**src/hw/rtl/sspq_pkg.sv**
```systemverilog
`timescale 1ns / 1ps
`default_nettype none

package sspq_pkg;

	localparam int DEPTH = 16;
	localparam int CNT_W = $clog2(DEPTH + 1);
	localparam int ID_W = 8;
	localparam int AGI_W = 8;
	localparam int CLS_W = 2;
	localparam int PRIO_W = 12;
	localparam int STAT_W = 2;
	localparam int MUL_W = 4;

	localparam logic OP_ENQ = 1'b0;
	localparam logic OP_DEQ = 1'b1;

	localparam logic [CLS_W-1:0] CLS_NORMAL = 2'd0;
	localparam logic [CLS_W-1:0] CLS_AGILE = 2'd1;
	localparam logic [CLS_W-1:0] CLS_TANK = 2'd2;

	localparam logic [MUL_W-1:0] MUL_NORMAL = 4'd10;
	localparam logic [MUL_W-1:0] MUL_AGILE = 4'd15;
	localparam logic [MUL_W-1:0] MUL_TANK = 4'd8;

	localparam logic [STAT_W-1:0] ST_OK = 2'd0;
	localparam logic [STAT_W-1:0] ST_FULL_DROP = 2'd1;
	localparam logic [STAT_W-1:0] ST_EMPTY_DEQ = 2'd2;

	typedef enum logic [1:0] {
		ACT_NONE,
		ACT_INSERT,
		ACT_REMOVE
	} act_t;

	// controller -> datapath
	typedef struct packed {
		logic load;
		logic commit;
		act_t act;
		logic [STAT_W-1:0] code;
	} cmd_t;

	// datapath -> controller
	typedef struct packed {
		logic is_deq;
		logic full;
		logic empty;
	} stat_t;

	// priority in tenths: x1.0, x1.5 or x0.8; unused class code counts as normal
	function automatic logic [PRIO_W-1:0] prio_of(input logic [AGI_W-1:0] agility,
		input logic [CLS_W-1:0] kind, input logic alive);
		logic [MUL_W-1:0] mul;
		case (kind)
			CLS_AGILE: mul = MUL_AGILE;
			CLS_TANK: mul = MUL_TANK;
			default: mul = MUL_NORMAL;
		endcase
		if (alive) begin
			prio_of = PRIO_W'(agility) * PRIO_W'(mul);
		end else begin
			prio_of = '0;
		end
	endfunction

endpackage

`default_nettype wire

```
**src/hw/rtl/stable_sorted_priority_queue_unit.sv**
```systemverilog
`timescale 1ns / 1ps
`default_nettype none

// Bounded priority queue of DEPTH entries (package constant, 16) held in descending
// priority order. Each input beat is an enqueue (opcode 0) or a dequeue of the head
// (opcode 1) and produces exactly one result beat: head id and priority (zero when
// empty), head_valid, occupancy after the operation and a status code (0 ok, 1
// enqueue dropped because full, 2 dequeue on empty ignored). Priority is in tenths:
// agility x10 for normal, x15 for agile, x8 for tank, zero for a dead entry; class
// code 3 counts as normal. A new entry goes behind every entry of equal priority,
// so ties leave in arrival order. Each item is first captured, which registers the
// beat and forms its priority, then executed: the row of compare-and-insert cells
// shifts the whole queue and loads the result register. The block accepts a new
// beat while a result still waits on out_stall; it holds the next result in the
// execute state until the result register is drained.

module stable_sorted_priority_queue_unit import sspq_pkg::*; (
	input wire logic clk,
	input wire logic arst_n,
	// input channel
	input wire logic in_valid,
	output logic in_stall,
	input wire logic opcode,
	input wire logic [ID_W-1:0] entry_id,
	input wire logic [AGI_W-1:0] agility,
	input wire logic [CLS_W-1:0] class_kind,
	input wire logic alive,
	// result channel
	output logic out_valid,
	input wire logic out_stall,
	output logic head_valid,
	output logic [ID_W-1:0] head_id,
	output logic [PRIO_W-1:0] head_priority,
	output logic [CNT_W-1:0] occupancy,
	output logic [STAT_W-1:0] status
);

	cmd_t cmd;
	stat_t stat;

	// sequence the beat: capture, execute, publish
	sspq_ctrl u_ctrl (
		.clk(clk),
		.arst_n(arst_n),
		.in_valid(in_valid),
		.in_stall(in_stall),
		.out_valid(out_valid),
		.out_stall(out_stall),
		.stat(stat),
		.cmd(cmd)
	);

	// hold the sorted row of slots and the result register
	sspq_datapath u_dp (
		.clk(clk),
		.arst_n(arst_n),
		.opcode(opcode),
		.entry_id(entry_id),
		.agility(agility),
		.class_kind(class_kind),
		.alive(alive),
		.cmd(cmd),
		.stat(stat),
		.head_valid(head_valid),
		.head_id(head_id),
		.head_priority(head_priority),
		.occupancy(occupancy),
		.status(status)
	);

endmodule

`default_nettype wire

```
**src/hw/rtl/sspq_ctrl.sv**
```systemverilog
`timescale 1ns / 1ps
`default_nettype none

module sspq_ctrl import sspq_pkg::*; (
	input wire logic clk,
	input wire logic arst_n,
	input wire logic in_valid,
	output logic in_stall,
	output logic out_valid,
	input wire logic out_stall,
	input wire stat_t stat,
	output cmd_t cmd
);

	typedef enum logic {
		S_IDLE,
		S_EXEC
	} state_t;

	state_t state_q;
	logic out_valid_q;

	assign in_stall = (state_q != S_IDLE);
	assign out_valid = out_valid_q;

	always_comb begin
		cmd = '{load: 1'b0, commit: 1'b0, act: ACT_NONE, code: ST_OK};
		cmd.load = in_valid && (state_q == S_IDLE);
		// commit once the result register is free or being drained
		cmd.commit = (state_q == S_EXEC) && (!out_valid_q || !out_stall);
		if (stat.is_deq) begin
			if (stat.empty) begin
				cmd.code = ST_EMPTY_DEQ;
			end else begin
				cmd.act = ACT_REMOVE;
			end
		end else begin
			if (stat.full) begin
				cmd.code = ST_FULL_DROP;
			end else begin
				cmd.act = ACT_INSERT;
			end
		end
	end

	always_ff @(posedge clk or negedge arst_n) begin
		if (!arst_n) begin
			state_q <= S_IDLE;
			out_valid_q <= 1'b0;
		end else begin
			case (state_q)
				S_IDLE: begin
					if (out_valid_q && !out_stall) begin
						out_valid_q <= 1'b0;
					end
					if (in_valid) begin
						state_q <= S_EXEC;
					end
				end
				S_EXEC: begin
					if (cmd.commit) begin
						out_valid_q <= 1'b1;
						state_q <= S_IDLE;
					end else if (out_valid_q && !out_stall) begin
						out_valid_q <= 1'b0;
					end
				end
				default: begin
					state_q <= S_IDLE;
				end
			endcase
		end
	end

endmodule

`default_nettype wire

```
**src/hw/rtl/sspq_datapath.sv**
```systemverilog
`timescale 1ns / 1ps
`default_nettype none

module sspq_datapath import sspq_pkg::*; (
	input wire logic clk,
	input wire logic arst_n,
	input wire logic opcode,
	input wire logic [ID_W-1:0] entry_id,
	input wire logic [AGI_W-1:0] agility,
	input wire logic [CLS_W-1:0] class_kind,
	input wire logic alive,
	input wire cmd_t cmd,
	output stat_t stat,
	output logic head_valid,
	output logic [ID_W-1:0] head_id,
	output logic [PRIO_W-1:0] head_priority,
	output logic [CNT_W-1:0] occupancy,
	output logic [STAT_W-1:0] status
);

	logic op_q;
	logic [ID_W-1:0] new_id_q;
	logic [PRIO_W-1:0] new_prio_q;

	logic [PRIO_W-1:0] prio_q [DEPTH];
	logic [ID_W-1:0] id_q [DEPTH];
	logic [CNT_W-1:0] count_q;

	logic [PRIO_W-1:0] prio_nxt [DEPTH];
	logic [ID_W-1:0] id_nxt [DEPTH];
	logic [CNT_W-1:0] count_nxt;
	logic [DEPTH-1:0] ge;

	assign stat.is_deq = (op_q == OP_DEQ);
	assign stat.full = (count_q == CNT_W'(DEPTH));
	assign stat.empty = (count_q == '0);

	// one compare-and-insert cell per slot; held entries stay sorted, so ge is a prefix
	for (genvar g = 0; g < DEPTH; g++) begin : g_cell
		assign ge[g] = (CNT_W'(g) < count_q) && (prio_q[g] >= new_prio_q);

		always_comb begin
			prio_nxt[g] = prio_q[g];
			id_nxt[g] = id_q[g];
			case (cmd.act)
				ACT_INSERT: begin
					if (!ge[g]) begin
						if (g == 0) begin
							prio_nxt[g] = new_prio_q;
							id_nxt[g] = new_id_q;
						end else if (ge[(g > 0) ? g - 1 : 0]) begin
							prio_nxt[g] = new_prio_q;
							id_nxt[g] = new_id_q;
						end else begin
							prio_nxt[g] = prio_q[(g > 0) ? g - 1 : 0];
							id_nxt[g] = id_q[(g > 0) ? g - 1 : 0];
						end
					end
				end
				ACT_REMOVE: begin
					if (g < DEPTH - 1) begin
						prio_nxt[g] = prio_q[(g < DEPTH - 1) ? g + 1 : g];
						id_nxt[g] = id_q[(g < DEPTH - 1) ? g + 1 : g];
					end
				end
				default: begin
				end
			endcase
		end
	end

	always_comb begin
		case (cmd.act)
			ACT_INSERT: count_nxt = count_q + CNT_W'(1);
			ACT_REMOVE: count_nxt = count_q - CNT_W'(1);
			default: count_nxt = count_q;
		endcase
	end

	// capture the beat; priority is formed and registered here, apart from the insert
	always_ff @(posedge clk) begin
		if (cmd.load) begin
			op_q <= opcode;
			new_id_q <= entry_id;
			new_prio_q <= prio_of(agility, class_kind, alive);
		end
	end

	always_ff @(posedge clk) begin
		if (cmd.commit) begin
			for (int i = 0; i < DEPTH; i++) begin
				prio_q[i] <= prio_nxt[i];
				id_q[i] <= id_nxt[i];
			end
			head_valid <= (count_nxt != '0);
			head_id <= (count_nxt != '0) ? id_nxt[0] : '0;
			head_priority <= (count_nxt != '0) ? prio_nxt[0] : '0;
			occupancy <= count_nxt;
			status <= cmd.code;
		end
	end

	always_ff @(posedge clk or negedge arst_n) begin
		if (!arst_n) begin
			count_q <= '0;
		end else if (cmd.commit) begin
			count_q <= count_nxt;
		end
	end

endmodule

`default_nettype wire

```
**config.mk**
```make
export PLATFORM = sky130hd
export DESIGN_NAME = stable_sorted_priority_queue_unit
export DESIGN_NICKNAME = d
export VERILOG_FILES = /design/src/hw/rtl/sspq_pkg.sv /design/src/hw/rtl/stable_sorted_priority_queue_unit.sv /design/src/hw/rtl/sspq_ctrl.sv /design/src/hw/rtl/sspq_datapath.sv
export SDC_FILE = /design/constraint.sdc
export NUM_CORES = 1
export LEC_CHECK = 0
export ABC_AREA = 1
export CORE_MARGIN = 1
export CORE_UTILIZATION = 61
export CTS_BUF_LIST = sky130_fd_sc_hd__clkbuf_4 sky130_fd_sc_hd__clkbuf_8
export DETAILED_ROUTE_END_ITERATION = 12
export DONT_BUFFER_PORTS = 1
export PLACE_DENSITY = 0.89
export SLEW_MARGIN = 30
export SYNTH_ARGS = -nofsm -noshare
export SYNTH_HDL_FRONTEND = slang
export SYNTH_SLANG_ARGS = --single-unit
```
**constraint.sdc**
```tcl
create_clock -name clk -period 3.3 [get_ports clk]
set_input_delay 0.99 -clock clk [delete_from_list [all_inputs] [get_ports clk]]
set_output_delay 0.99 -clock clk [all_outputs]
set_load 0.05 [all_outputs]
```
# ---- Yosys cells after proc, flatten, opt, wreduce, memory -nomap -nowiden
# Memory sizes are Yosys's and may differ from the RTL's.
# Cells that the tools add are included.
dict set report totals {
  inputBits 24
  mem_count 2
  out_inout_bits 30
  mem_bits_rw 320
  wordCells 188
  reg_bits 56
}
# memory words width read_ports rd_ports_with_merged_regs wr line_no
set memory_table {}
lappend memory_table {u_dp.prio_q 16 12 16 0 16 sspq_datapath.sv:25} ;# logic [PRIO_W-1:0] prio_q [DEPTH];
lappend memory_table {u_dp.id_q 16 8 16 0 16 sspq_datapath.sv:26} ;# logic [ID_W-1:0] id_q [DEPTH];
dict set report op_classes {
  n_mul 1
  muxes 110
  eq_ne 5
  n_bitwise 1
  n_reduce_logical 24
  n_addsub 2
  magnitude_cmp 32
}
# operator count
set op_table {}
lappend op_table {{two-way mux 12 bit} 32}
lappend op_table {{one-hot mux 12 bit (2 select lines)} 15}
lappend op_table {{two-way mux 8 bit} 32}
lappend op_table {{one-hot mux 8 bit (2 select lines)} 15}
lappend op_table {{greater-or-equal comparator 12 bit} 16}
lappend op_table {{less-than comparator 4 x 5 -> 1 bit, first input constant} 8}
lappend op_table {{less-than comparator 3 x 5 -> 1 bit, first input constant} 4}
lappend op_table {{logical AND 1 bit} 19}
lappend op_table {{multiplier 8 x 4 -> 12 bit} 1}
lappend op_table {{less-than comparator 1 x 5 -> 1 bit, first input constant} 2}
lappend op_table {{less-than comparator 2 x 5 -> 1 bit, first input constant} 2}
lappend op_table {{one-hot mux 5 bit (2 select lines)} 1}
lappend op_table {{two-way mux 1 bit} 8}
lappend op_table {{two-way mux 4 bit} 2}
lappend op_table {{one-hot mux 3 bit (2 select lines)} 1}
lappend op_table {{adder 5 x 1 -> 5 bit, second input constant} 1}
lappend op_table {{equality test 5 bit, second input constant} 1}
lappend op_table {{logical NOT 5 bit} 1}
lappend op_table {{nonzero test 5 bit} 1}
lappend op_table {{subtractor 5 x 1 -> 5 bit, second input constant} 1}
lappend op_table {{equality test 2 x 1 -> 1 bit, second input constant} 2}
lappend op_table {{equality test 2 bit, second input constant} 2}
lappend op_table {{two-way mux 2 bit} 2}
lappend op_table {{one-hot mux 1 bit (2 select lines)} 2}
lappend op_table {{other kinds (3)} 4}

# ---- Longest topological paths before layout
dict set report depth {
  ltp_word 6
  ltp_mapped 22
  mapped_depth_nobuf 22
}

# ---- Cells and area by module
# Synthesis repeated with hierarchy kept, for this count alone.
dict set report hier_totals {
  hier_cells 3324
  area_unflattened_um2 25749.7
}
# module n_inst area_per_inst_um2 cells_per_inst seq_area_each_um2
set modules_own_cells {}
lappend modules_own_cells {sspq_datapath 1 25640.8 3307 11205.7}
lappend modules_own_cells {sspq_ctrl 1 108.9 17 50.0}

# ---- Worst setup path after synthesis
# Ideal clock, no wire load.
dict set report synth_timing {
  path_type {input port to flip-flop}
  from {input port out_stall}
  to {memory u_dp.id_q[15][2], in the netlist u_dp.id_q[7][10] (enable)}
  setup_time_ns 0.404
  t_required_ns 2.896
  n_path_buf 0
  t_arrival_ns 3.425
  path_slack_ns -0.529
  cell_stages 5
  path_cell_list {nand2_1 -> nand2_1 -> inv_1 -> nand2_1 -> a21oi_1}
}
# element line_no
set synth_lines {}
lappend synth_lines {{start: declaration} stable_sorted_priority_queue_unit.sv:30} ;# input wire logic out_stall,
lappend synth_lines {{end: declaration} sspq_datapath.sv:26}

# ---- Worst setup path after layout
dict set report layout_timing {
  from {input port class_kind[1]}
  to {register u_dp.new_prio_q[11], data pin}
}
dict set report layout_via {
  elab_chain_len 4
  word_cells_on_any_way 5
  classes_between {mul: 1; eq/ne: 2; mux: 2}
}
# element line_no
set layout_lines {}
lappend layout_lines {{start: declaration} stable_sorted_priority_queue_unit.sv:26} ;# input wire logic [CLS_W-1:0] class_kind,
lappend layout_lines {{equality test 2 bit / equality test 2 x 1 -> 1 bit (equally long branches)} sspq_pkg.sv:55} ;# case (kind)
lappend layout_lines {{one-hot mux 3 bit (2 select lines) *} sspq_pkg.sv:55}
lappend layout_lines {{two-way mux 4 bit *} sspq_datapath.sv:82} ;# if (cmd.load) begin
lappend layout_lines {{multiplier 8 x 4 -> 12 bit *} sspq_pkg.sv:61} ;# prio_of = PRIO_W'(agility) * PRIO_W'(mul);
lappend layout_lines {{end signal: assignment} sspq_datapath.sv:85} ;# new_prio_q <= prio_of(agility, class_kind, alive);
lappend layout_lines {{end: declaration} sspq_datapath.sv:23} ;# logic [PRIO_W-1:0] new_prio_q;
# Every way passes the cells marked *; elsewhere a longest branch is shown, timed or not. The select of a mux whose other input is x is not followed.
# A chain may end at the register's enable or synchronous reset.

==> flow_summary.toml <==
[timing]
finalHoldWorstSlack_ps = 413.4
slew-limit-headroom_pct = 42.73
rsz0062_at_grt = "false"
fin_crit_sh_pct = 92.05
worst_slew_pin_slew_ps = 858.1
setup_violations = 0
hold_viol = 0
max_freq_ghz = 0.3292
fin_skew_ps = 49.44
period_minus_slack_ps = 3038
slew_viol_final = 0

[logic_synthesis]
netlist.area_leader.share_pct = 42.95
synth_common_cells = "nand2_1 (1,085), nand3_1 (588), inv_1 (410)"
synthesis.instances = 3289
yosys_warnings = 0
synth_area_leader_cell = "edfxtp_1"
synth_flop_cell = "edfxtp_1"
syn-mean-instance-area_um2 = 7.844
ys_types = 38
synth_edf_count = 369
seq_area_frac_synth_pct = 43.63
syn_nets = 3535
syn_area_um2 = 25800
ys_ff_latch = 376
yosys-top-cells-area = "edfxtp_1 (43%), nand2_1 (16%), nand3_1 (11%), ha_1 (10%), inv_1 (6.0%)"
yosysMostFrequentCell = "nand2_1"
async_flop_share_pct = 1.862

[drt]
via_per_inst = 6.019
num_vias = 23340
wirelength_mm = 70.44
drt_iter0_drc = 2999
ant_nets = 0
route.detailed.drc = 0
wl_per_cell_um = 18.16
firstDrtPassIters = 6

[floorplanning]
die_x_um = 207.7
ios = 54
fp-row-count = 74
start_util_pct = 62.48
core_area_um2 = 41290
die_h_um = 207.7
die_area_um2 = 43120

[clock_tree]
cts.reportedPaths.clkPinSlew_ps = 60
clk_latency_ps = 680
cts_tree = "done"
ctsHtreeMaxLevel = 3
cts_hold_buf = 1
clk_path_buf_depth = 3
cts_root_buffer = "clkbuf_8"
cts_resized = 0
cts_made_buffers = 66
post-cts-setup-buffers = 0
cts.sinks = 376

[grt]
grt_pass1_vias = 22330
grt_max_degree = 158
grt_pass1_wl_mm = 112.6
overflow = 0
track_usage_pct = 32.47
antenna_found_initial = 0

[placement]
globalplace.congestion = 0.9373
dp.cells = 3763
dp_hpwl_mm = 47.88
port_buffers = 0

[worst_setup_path]
crit_slowest_cell = "fa_1"
slowest_delay_ps = 520
crit_chain = "inv_12 > nand2_4 > inv_1 > nand2_1 > fa_1 > fa_1 > inv_1 > ha_1 > inv_1 > o21ai_1 > o21ai_0 > nand4_1 > o21ai_0 > a21oi_1"
rrSetupSlack_ps = 350
r2r_start = "u_dp.new_prio_q[11]$_SDFFCE_PN0P_"
arrival_ps = 3460
worstPathRequired_ps = 3720
endpoint_kind = "flop"
path_common_cell = "inv_1"
worstSetupPathType = "primary input to flop"
critPathLaunchType = "primary input"
r2r-end = "u_dp.prio_q[9][7]$_DFFE_PP_"
r2r.worst_path.cells = 12
path_max_fanout = 5

[power]
totalPowerFinal_mw = 33.41
p_leak_nw = 13.68
p_per_area_nw_per_um2 = 1190
ir_drop_mv = 0.6366

[finish]
fin_cells = 3878
drive_gt1_share_pct = 8.518
final_nets = 3546
diodes = 0
syn_to_final_growth_pct = 8.841

[min_path]
min_path_cells = 0
min_to = "u_dp.op_q$_DFFE_PP_"
hold_start = "opcode"
hp-class = "primary input to flop"

[job]
maxCapViolCount = 0

[run_status]
status = "completed"
stage by stage:
stage / TNS [ps] / utilization (%) / cell area, µm² / setup slack (ps)
6_report: 0 / 68.00 / 28080 / 262.4
3_3_place_gp: -1618 / 64.93 / 26810 / -297.1
2_1_floorplan: -579.0 / - / 25870 / -183.8
4_1_cts: 0 / 67.98 / 28070 / 348.4
3_5_place_dp: -1785 / 64.93 / 26810 / -362.4
5_1_grt: 0 / 68.00 / 28080 / 86.53
placed cells by master, fill, tap and decap left out, types with 13 or more instances in the layout:
cell type	n
nand2_1	1084
nand3_1	588
inv_1	405
edfxtp_1	369
ha_1	209
buf_4	119
o21ai_0	112
a21oi_1	92
nor2_1	66
clkbuf_8	66
a21oi_2	21
a22oi_1	20
nand4_1	19
clkbuf_4	17
o21ai_1	15
o21a_1	14
and2_1	13
a21o_1	13
per-layer routing:
layer / vias up / global-route usage (%) / routed length, µm
met3: 322 / 5.764 / 7137
met5: - / 0 / 0
met1: 10660 / 41.31 / 26850
li1: 10910 / - / -
met2: 1453 / 52.64 / 32720
met4: 0 / 18.06 / 3732
layout make-up:
class                   instances  area, µm²
well taps                     532      665.6
repair buffers                128       1064
inverters                     417       1592
clock inverters                31      216.5
clock buffers                  83       1036
flip-flops and latches        376      11260
multi-input cells            2311      12250
fillers                      3167      13210
sequential cells by signal, indices dropped and copies added, names as in the netlist:
signal and cells:
u_ctrl.in_stall 1, u_ctrl.out_valid 1, u_dp.count_q 5, u_dp.head_id 8, u_dp.head_priority 12, u_dp.head_valid 1
u_dp.id_q 128, u_dp.new_id_q 8, u_dp.new_prio_q 12, u_dp.occupancy 5, u_dp.op_q 1, u_dp.prio_q 192
u_dp.status 2
power breakdown:
part           total (mW)  internal (mW)  switching (mW)
clock                4.31           2.23            2.07
sequential           11.9           9.30            2.65
combinational        17.2           5.62            11.5
worst max-delay path by stage:
stage,cells past startpoint,to,start,slack [ps]
2_1_floorplan,20,u_dp.new_prio_q[9]$_SDFFCE_PN0P_,class_kind[1],-180
3_3_place_gp,20,u_dp.new_prio_q[11]$_SDFFCE_PN0P_,class_kind[1],-300
3_5_place_dp,14,u_dp.new_prio_q[11]$_SDFFCE_PN0P_,class_kind[1],-360
4_1_cts,14,u_dp.new_prio_q[11]$_SDFFCE_PN0P_,class_kind[1],350
5_1_grt,21,u_dp.new_prio_q[8]$_SDFFCE_PN0P_,class_kind[1],90
6_report,14,u_dp.new_prio_q[11]$_SDFFCE_PN0P_,class_kind[1],260
kinds of logic after synthesis:
logic type	after synthesis	synth area share [%]
AOI/OAI and AO/OA	297	6.591
DFF	376	43.63
adders and majority gates	222	11.06
xor gates and xnor gates	2	0.06791
and+or+nand+nor	1790	29.48
buffers and inverters	602	9.176
critical path: cells and delay by family:
kind	cells	cell delay, ps
fa+ha+maj	3	1340
compound gates	4	580
simple gates	3	320
buf+inv	4	240
Power figures use the tool's default switching activity.
